### src/sv/srde_pkg.sv
`timescale 1ns / 1ps

package srde_pkg;

  localparam int unsigned IndexWidth = 10;
  localparam int unsigned ValueWidth = 32;
  localparam int unsigned RowWidth   = 16;
  localparam int unsigned AccWidth   = 64;
  localparam int unsigned FracBits   = 16;
  localparam int unsigned CmdWidth   = 2;

  typedef enum logic [CmdWidth-1:0] {
    CMD_WRITE = 2'd0,
    CMD_ACC   = 2'd1,
    CMD_END   = 2'd2
  } cmd_t;

  typedef struct packed {
    logic valid;
    cmd_t cmd;
  } stage_t;

endpackage

### src/sv/srde_acc.sv
`timescale 1ns / 1ps

module srde_acc (
  input  logic                                     clk,
  input  logic                                     rst,
  input  srde_pkg::stage_t                         in_stage,
  input  logic signed [srde_pkg::ValueWidth-1:0]   op_a,
  input  logic signed [srde_pkg::ValueWidth-1:0]   op_b,
  output logic                                     adv,
  output logic                                     out_valid,
  input  logic                                     out_ready,
  output logic [srde_pkg::RowWidth-1:0]            row_number,
  output logic [srde_pkg::ValueWidth-1:0]          row_sum,
  output logic                                     saturated
);

  localparam int unsigned TermWidth = 2 * srde_pkg::ValueWidth - srde_pkg::FracBits;

  srde_pkg::stage_t                          st;
  logic signed [srde_pkg::AccWidth-1:0]      prod;
  logic signed [srde_pkg::AccWidth-1:0]      acc;
  logic signed [srde_pkg::AccWidth-1:0]      acc_next;
  logic [srde_pkg::RowWidth-1:0]             row;
  logic signed [TermWidth-1:0]               term;
  logic [srde_pkg::AccWidth:0]               sum;
  logic                                      clip;
  logic [srde_pkg::ValueWidth-1:0]           clipped;

  assign adv  = !out_valid || out_ready;
  assign term = prod[srde_pkg::AccWidth-1:srde_pkg::FracBits];
  assign sum  = {acc[srde_pkg::AccWidth-1], acc}
              + {{(srde_pkg::AccWidth+1-TermWidth){term[TermWidth-1]}}, term};

  always_comb begin
    if (sum[srde_pkg::AccWidth] != sum[srde_pkg::AccWidth-1]) begin
      acc_next = sum[srde_pkg::AccWidth]
               ? {1'b1, {(srde_pkg::AccWidth-1){1'b0}}}
               : {1'b0, {(srde_pkg::AccWidth-1){1'b1}}};
    end else begin
      acc_next = sum[srde_pkg::AccWidth-1:0];
    end
  end

  always_comb begin
    clip = !((&acc[srde_pkg::AccWidth-1:srde_pkg::ValueWidth-1]) ||
             !(|acc[srde_pkg::AccWidth-1:srde_pkg::ValueWidth-1]));
    if (clip) begin
      clipped = acc[srde_pkg::AccWidth-1]
              ? {1'b1, {(srde_pkg::ValueWidth-1){1'b0}}}
              : {1'b0, {(srde_pkg::ValueWidth-1){1'b1}}};
    end else begin
      clipped = acc[srde_pkg::ValueWidth-1:0];
    end
  end

  always_ff @(posedge clk) begin
    if (adv) begin
      prod <= op_a * op_b;
    end
  end

  always_ff @(posedge clk) begin
    if (rst) begin
      st        <= '0;
      acc       <= '0;
      row       <= '0;
      out_valid <= 1'b0;
    end else if (adv) begin
      st        <= in_stage;
      out_valid <= 1'b0;
      if (st.valid) begin
        case (st.cmd)
          srde_pkg::CMD_WRITE: begin
            acc <= '0;
            row <= '0;
          end
          srde_pkg::CMD_ACC: begin
            acc <= acc_next;
          end
          srde_pkg::CMD_END: begin
            row_number <= row;
            row_sum    <= clipped;
            saturated  <= clip;
            out_valid  <= 1'b1;
            acc        <= '0;
            row        <= row + 1'b1;
          end
          default: begin
          end
        endcase
      end
    end
  end

  a_write_clears: assert property (@(posedge clk) disable iff (rst)
    adv && st.valid && st.cmd == srde_pkg::CMD_WRITE |=> acc == '0 && row == '0)
    else $error("write did not clear accumulator and row");

  a_end_advances: assert property (@(posedge clk) disable iff (rst)
    adv && st.valid && st.cmd == srde_pkg::CMD_END
      |=> out_valid && acc == '0 && row == $past(row) + 1'b1 && row_number == $past(row))
    else $error("row end did not emit and advance");

  a_sat_bound: assert property (@(posedge clk) disable iff (rst)
    out_valid && saturated |-> (row_sum == 32'h7FFF_FFFF || row_sum == 32'h8000_0000))
    else $error("saturated result not at a bound");

endmodule

### config.mk
export PLATFORM = sky130hd
export DESIGN_NAME = srde_acc
export DESIGN_NICKNAME = d
export VERILOG_FILES = /design/src/sv/srde_pkg.sv /design/src/sv/srde_acc.sv
export SDC_FILE = /design/constraint.sdc
export NUM_CORES = 2
export LEC_CHECK = 0
export BUFFER_PORTS_ARGS = -buffer_cell sky130_fd_sc_hd__buf_4
export CORE_ASPECT_RATIO = 0.75
export CORE_MARGIN = 2
export CORE_UTILIZATION = 60
export DETAILED_ROUTE_END_ITERATION = 8
export GPL_TIMING_DRIVEN = 0
export PLACE_DENSITY_LB_ADDON = 0.15
export RECOVER_POWER = 25
export SLEW_MARGIN = 0
export SYNTH_ARGS = -nofsm -noshare
export SYNTH_HDL_FRONTEND = slang
export SYNTH_SLANG_ARGS = --single-unit
### constraint.sdc
create_clock -name clk -period 21.5 [get_ports clk]
set_input_delay 4.3 -clock clk [delete_from_list [all_inputs] [get_ports clk]]
set_output_delay 4.3 -clock clk [all_outputs]
set_load 0.005 [all_outputs]
-- Word-level counts from Yosys, hierarchy flattened
Cells that the tools add are included.
- bits in registers: 197
- output and inout port bits: 51
- add/sub/neg operators: 2
- multiply operators: 1
- equal/unequal tests: 3
- muxes and demuxes: 8
- bitwise gates (word level): 1
- reductions and logical operators: 14
- operator list (kind ; number):
    $mux W64 ; 2
    $pmux W64 S2 ; 1
    $add A64 B48 Y65 ; 1
    $mul A32 B32 Y64 ; 1
    $mux W32 ; 2
    $reduce_and A33 Y1 ; 1
    $reduce_or A33 Y1 ; 1
    $pmux W16 S2 ; 1
    $add A16 B1 Y16 const B ; 1
    $reduce_and A3 Y1 ; 2
    $reduce_and A4 Y1 ; 1
    $reduce_bool A2 Y1 ; 2
    $logic_not A1 Y1 ; 3
    $eq A2 B1 Y1 const B ; 1
    $eq A2 B2 Y1 const B ; 1
    $logic_not A2 Y1 ; 1
    $logic_or A1 B1 Y1 ; 2
    $mux W1 ; 2
    $reduce_or A2 Y1 ; 1
    $ne A1 B1 Y1 ; 1
    $not A1 Y1 ; 1

-- Depth between registers and ports, before layout
- depth after elaboration: 4
- mapped depth: 29
- mapped depth without buffers: 28

-- Worst setup path before layout
No wires, ideal clock.
- kind: in2reg
- start: input op_a[31] (netlist name)
- end: register prod[61] (netlist name) (data pin)
- setup time: 0.258 ns
- arrival: 11.569 ns
- slack: 9.673 ns
- cell stages on the path: 23
- path through: clkbuf_1 > nand2_1 > inv_1 > fa_1 > fa_1 > fa_1 > fa_1 > inv_1 > fa_1 > fa_1 > fa_1 > fa_1 > inv_1 > ha_1 > a211oi_1 > nor2b_1 > a221o_1 > or3_1 > o21bai_1 > a22o_1 > o21a_1 > nor2_1 > xnor2_1
- cells in the longest elaborated chain, start to end: 1
- RTL lines (element ; RTL line ; RTL):
    start, declared ; srde_acc.sv:7 ; input logic signed [srde_pkg::ValueWidth-1:0] op_a,
    $mul A32 B32 Y64 ; srde_acc.sv:58 ; prod <= op_a * op_b;
    end signal, assigned ; srde_acc.sv:58 ;
    end, declared ; srde_acc.sv:20 ; logic signed [srde_pkg::AccWidth-1:0] prod;
No other way between the ends.
A chain may end at the register's enable or synchronous reset.

-- Worst setup path after layout
- start: input op_a[31] (netlist name)
- end: register prod[63] (netlist name) (data pin)
Same word-level chain as after synthesis.

==> summary.md <==
| Metric | Value |
|---|---|
| Critical path, cell by cell | `buf_4 > clkbuf_1 > nand2_1 > inv_1 > fa_1 > fa_1 > fa_1 > fa_1 > inv_1 > fa_1 > fa_1 > fa_1 > fa_1 > inv_1 > ha_1 > a211oi_1 > nor2b_1 > nand2b_1 > nor3_1 > o21bai_1 > a21oi_1 > o21ai_1 > a211oi_1 > xnor2_1` |
| Final setup TNS | `0 ns` |
| DRT iter0 DRCs | `4281` |
| Die Area | `78240 um2` |
| Crit path top cell by count | `fa_1` |
| Gpl congestion | `1.040` |
| Die W | `322.3 um` |
| Max_cap viols | `2` |
| Synth Flop Type | `edfxtp_1` |
| Sequential-to-total area share from yosys stat | `10.08%` |
| CTS sink count | `181` |
| Actual slew at the worst max-slew pin | `1.898 ns` |
| Layout cells sized above 1 | `3.950%` |
| Area of the core | `75220 um2` |
| Number of buffers and inverters on the critical path | `5` |
| Library cells used by synthesis | `83` |
| Run status | `finished with violations` |
| Via Count | `36040` |
| Final wirelength | `163600 um` |
| Syn Nets | `6255` |
| Hold Path Class | `flop to flop` |
| Critical path's top delay family | `adder cells` |
| IO Port Bufs | `120` |
| Root Buffer | `clkbuf_16` |
| F_max | `0.07068 GHz` |
| WL/cell | `27.07 um` |
| Yosys warns | `0` |
| Failing checks | `max-capacitance violations, max-slew violations` |
| Slowest CP cell | `fa_1` |
| Worst skew pair latency | `0.51 ns` |
| PostCTS Resize Cnt | `0` |
| Cts hold-fix bufs | `0` |
| Setup CP Type | `input port to flop` |
| Remaining DRCs | `0` |
| EDFF count, synth | `97` |
| Antenna violations before repair | `27` |
| Tcrit/Tclk final | `65.80%` |
| First-pass GRT wire length | `243400 um` |
| Nets | `6404` |
| Mapped Cells | `4858` |
| Die H | `242.7 um` |
| Pin count of the biggest net entering global routing | `34` |
| CTS Buf Count | `25` |
| Relative slew slack | `-26.53%` |
| Required @ worst endpoint | `21.73 ns` |
| Post-route ant nets | `0` |
| Crit start category | `input port` |
| Syn Area/Cell | `9.386 um2` |
| Clock transition at path regs | `0.05 ns` |
| CTS tree | `done` |
| Post-CTS setup buffer count | `0` |
| Area grow syn2layout | `6.542%` |
| # setup viols final | `0` |
| Asr flop ratio synth | `0%` |
| Synthesized flop and latch total | `181` |
| Total gr overflow | `0` |
| Crit path arrival time | `14.38 ns` |
| All-layer global routing usage | `43.56%` |
| CTS H-Tree Depth | `4` |
| Crit-path max cell delay | `1.15 ns` |
| Vias in the first global route | `36970` |
| Max Slew Vio Count | `34` |
| Initial Utilization | `60.62%` |
| Worst-path fanout max | `11` |
| Final Hold Vio Count | `0` |
| Setup Skew | `0.02566 ns` |
| Pre-antenna DRT Iters | `6` |
| Worst reg2reg setup slack | `17.04 ns` |
| Deepest clock path buffer count | `3` |
| HPWL Detailed | `134700 um` |
| Row count | `87` |
| Io pins | `121` |
| Endpoint class of the critical path | `flop` |
| Period minus WS final | `14.15 ns` |
| Post-synthesis instance area | `45590 um2` |
| Vias per inst | `5.962` |
| RSZ-0062 raised after global routing | `no` |
## state kept, by name (all words and copies together) (netlist names)
register and flops:
acc 64, row_number 16, prod 48, out_valid 1, row_sum 32, saturated 1, row 16, st 3
## cells in the mapped netlist (5+ instances only)
cell,instances,area share [%]
a211oi_1,14,0.23
a21o_1,62,1.0
a21oi_1,185,2.0
a31oi_1,9,0.12
and2_1,518,7.1
and3_1,11,0.15
buf_2,11,0.12
buf_4,6,0.099
clkbuf_1,228,1.9
dfxtp_1,84,3.7
edfxtp_1,97,6.4
fa_1,1082,48
ha_1,245,6.7
inv_1,996,8.2
nand2_1,658,5.4
nand2b_1,17,0.23
nand3_1,31,0.34
nand4_1,37,0.51
nor2_1,109,0.90
nor2b_1,15,0.21
nor3_1,22,0.24
nor4_1,11,0.15
o211ai_1,9,0.15
o21a_1,15,0.25
o21ai_0,99,1.1
o21ai_1,42,0.46
o21bai_1,23,0.38
o31ai_1,5,0.082
or3_1,8,0.11
or4_1,5,0.082
xnor2_1,76,1.5
xor2_1,52,1.0
## kinds of logic after synthesis
family	share of synthesized area, %
AND/OR/NAND/NOR	15.93
adder cells (fa/ha/maj)	54.27
buffers and inverters	10.35
AO/OA/AOI/OAI	6.841
XOR/XNOR	2.459
flip-flops	10.08
multiplexers	0.06586
## final cells by class
type                       instances  area [um2]
buffer                           247       982.2
clock buffer                      27       664.4
inverter                         996        3739
timing repair buffer             122       932.1
clock inverter                     6       76.32
sequential                       181        4594
fill                            6424       26640
antenna                            9       22.52
tap                             1023        1280
multi-input combinational       3434       36290
## cells in the final DEF (no fill, tap or decap), drive strengths merged, types with 111 or more instances in the layout
cell type / count
a21oi: 185
and2: 518
buf: 139
clkbuf: 257
fa: 1082
ha: 245
inv: 996
nand2: 660
nor2: 111
o21ai: 142
## worst min-delay path, stage by stage, from the launching register on
cell     delay [ns]
dfxtp_1        0.32
nand2_1        0.06
nand2_1        0.04
## worst paths after layout
check,from,endpoint,cells after the start
worst max-delay path,op_a[31],prod[63],24
worst min-delay path,acc[15],acc[15],2
worst max register to register,prod[63],acc[57],14
worst min register to register,acc[15],acc[15],2
## routing by layer
layer,routed length [um],GRT usage (%),up-vias,part of all wire [%]
li1,-,-,14910,-
met1,64970,61.35,18300,40
met2,66460,61.13,2381,41
met3,22930,14.80,438,14
met4,9195,19.47,8,5.6
met5,64,0,-,0.039
## through the flow
step	utilization [%]	worst slack (ns)	std cells	area [um2]	hold slack, ns
after floorplan	-	9.673	4858	45600	0.4292
after global placement	63.52	7.059	6001	47780	0.4432
after detailed placement	63.59	6.942	6003	47830	0.4531
after CTS	64.58	7.449	6036	48570	0.4605
after global routing	64.55	6.894	6036	48560	0.4830
final	64.58	7.352	6045	48580	0.4613
Power is left out: the tool's default activity adds up to more than one toggle a clock period on the data nets, which glitch-free logic cannot reach.
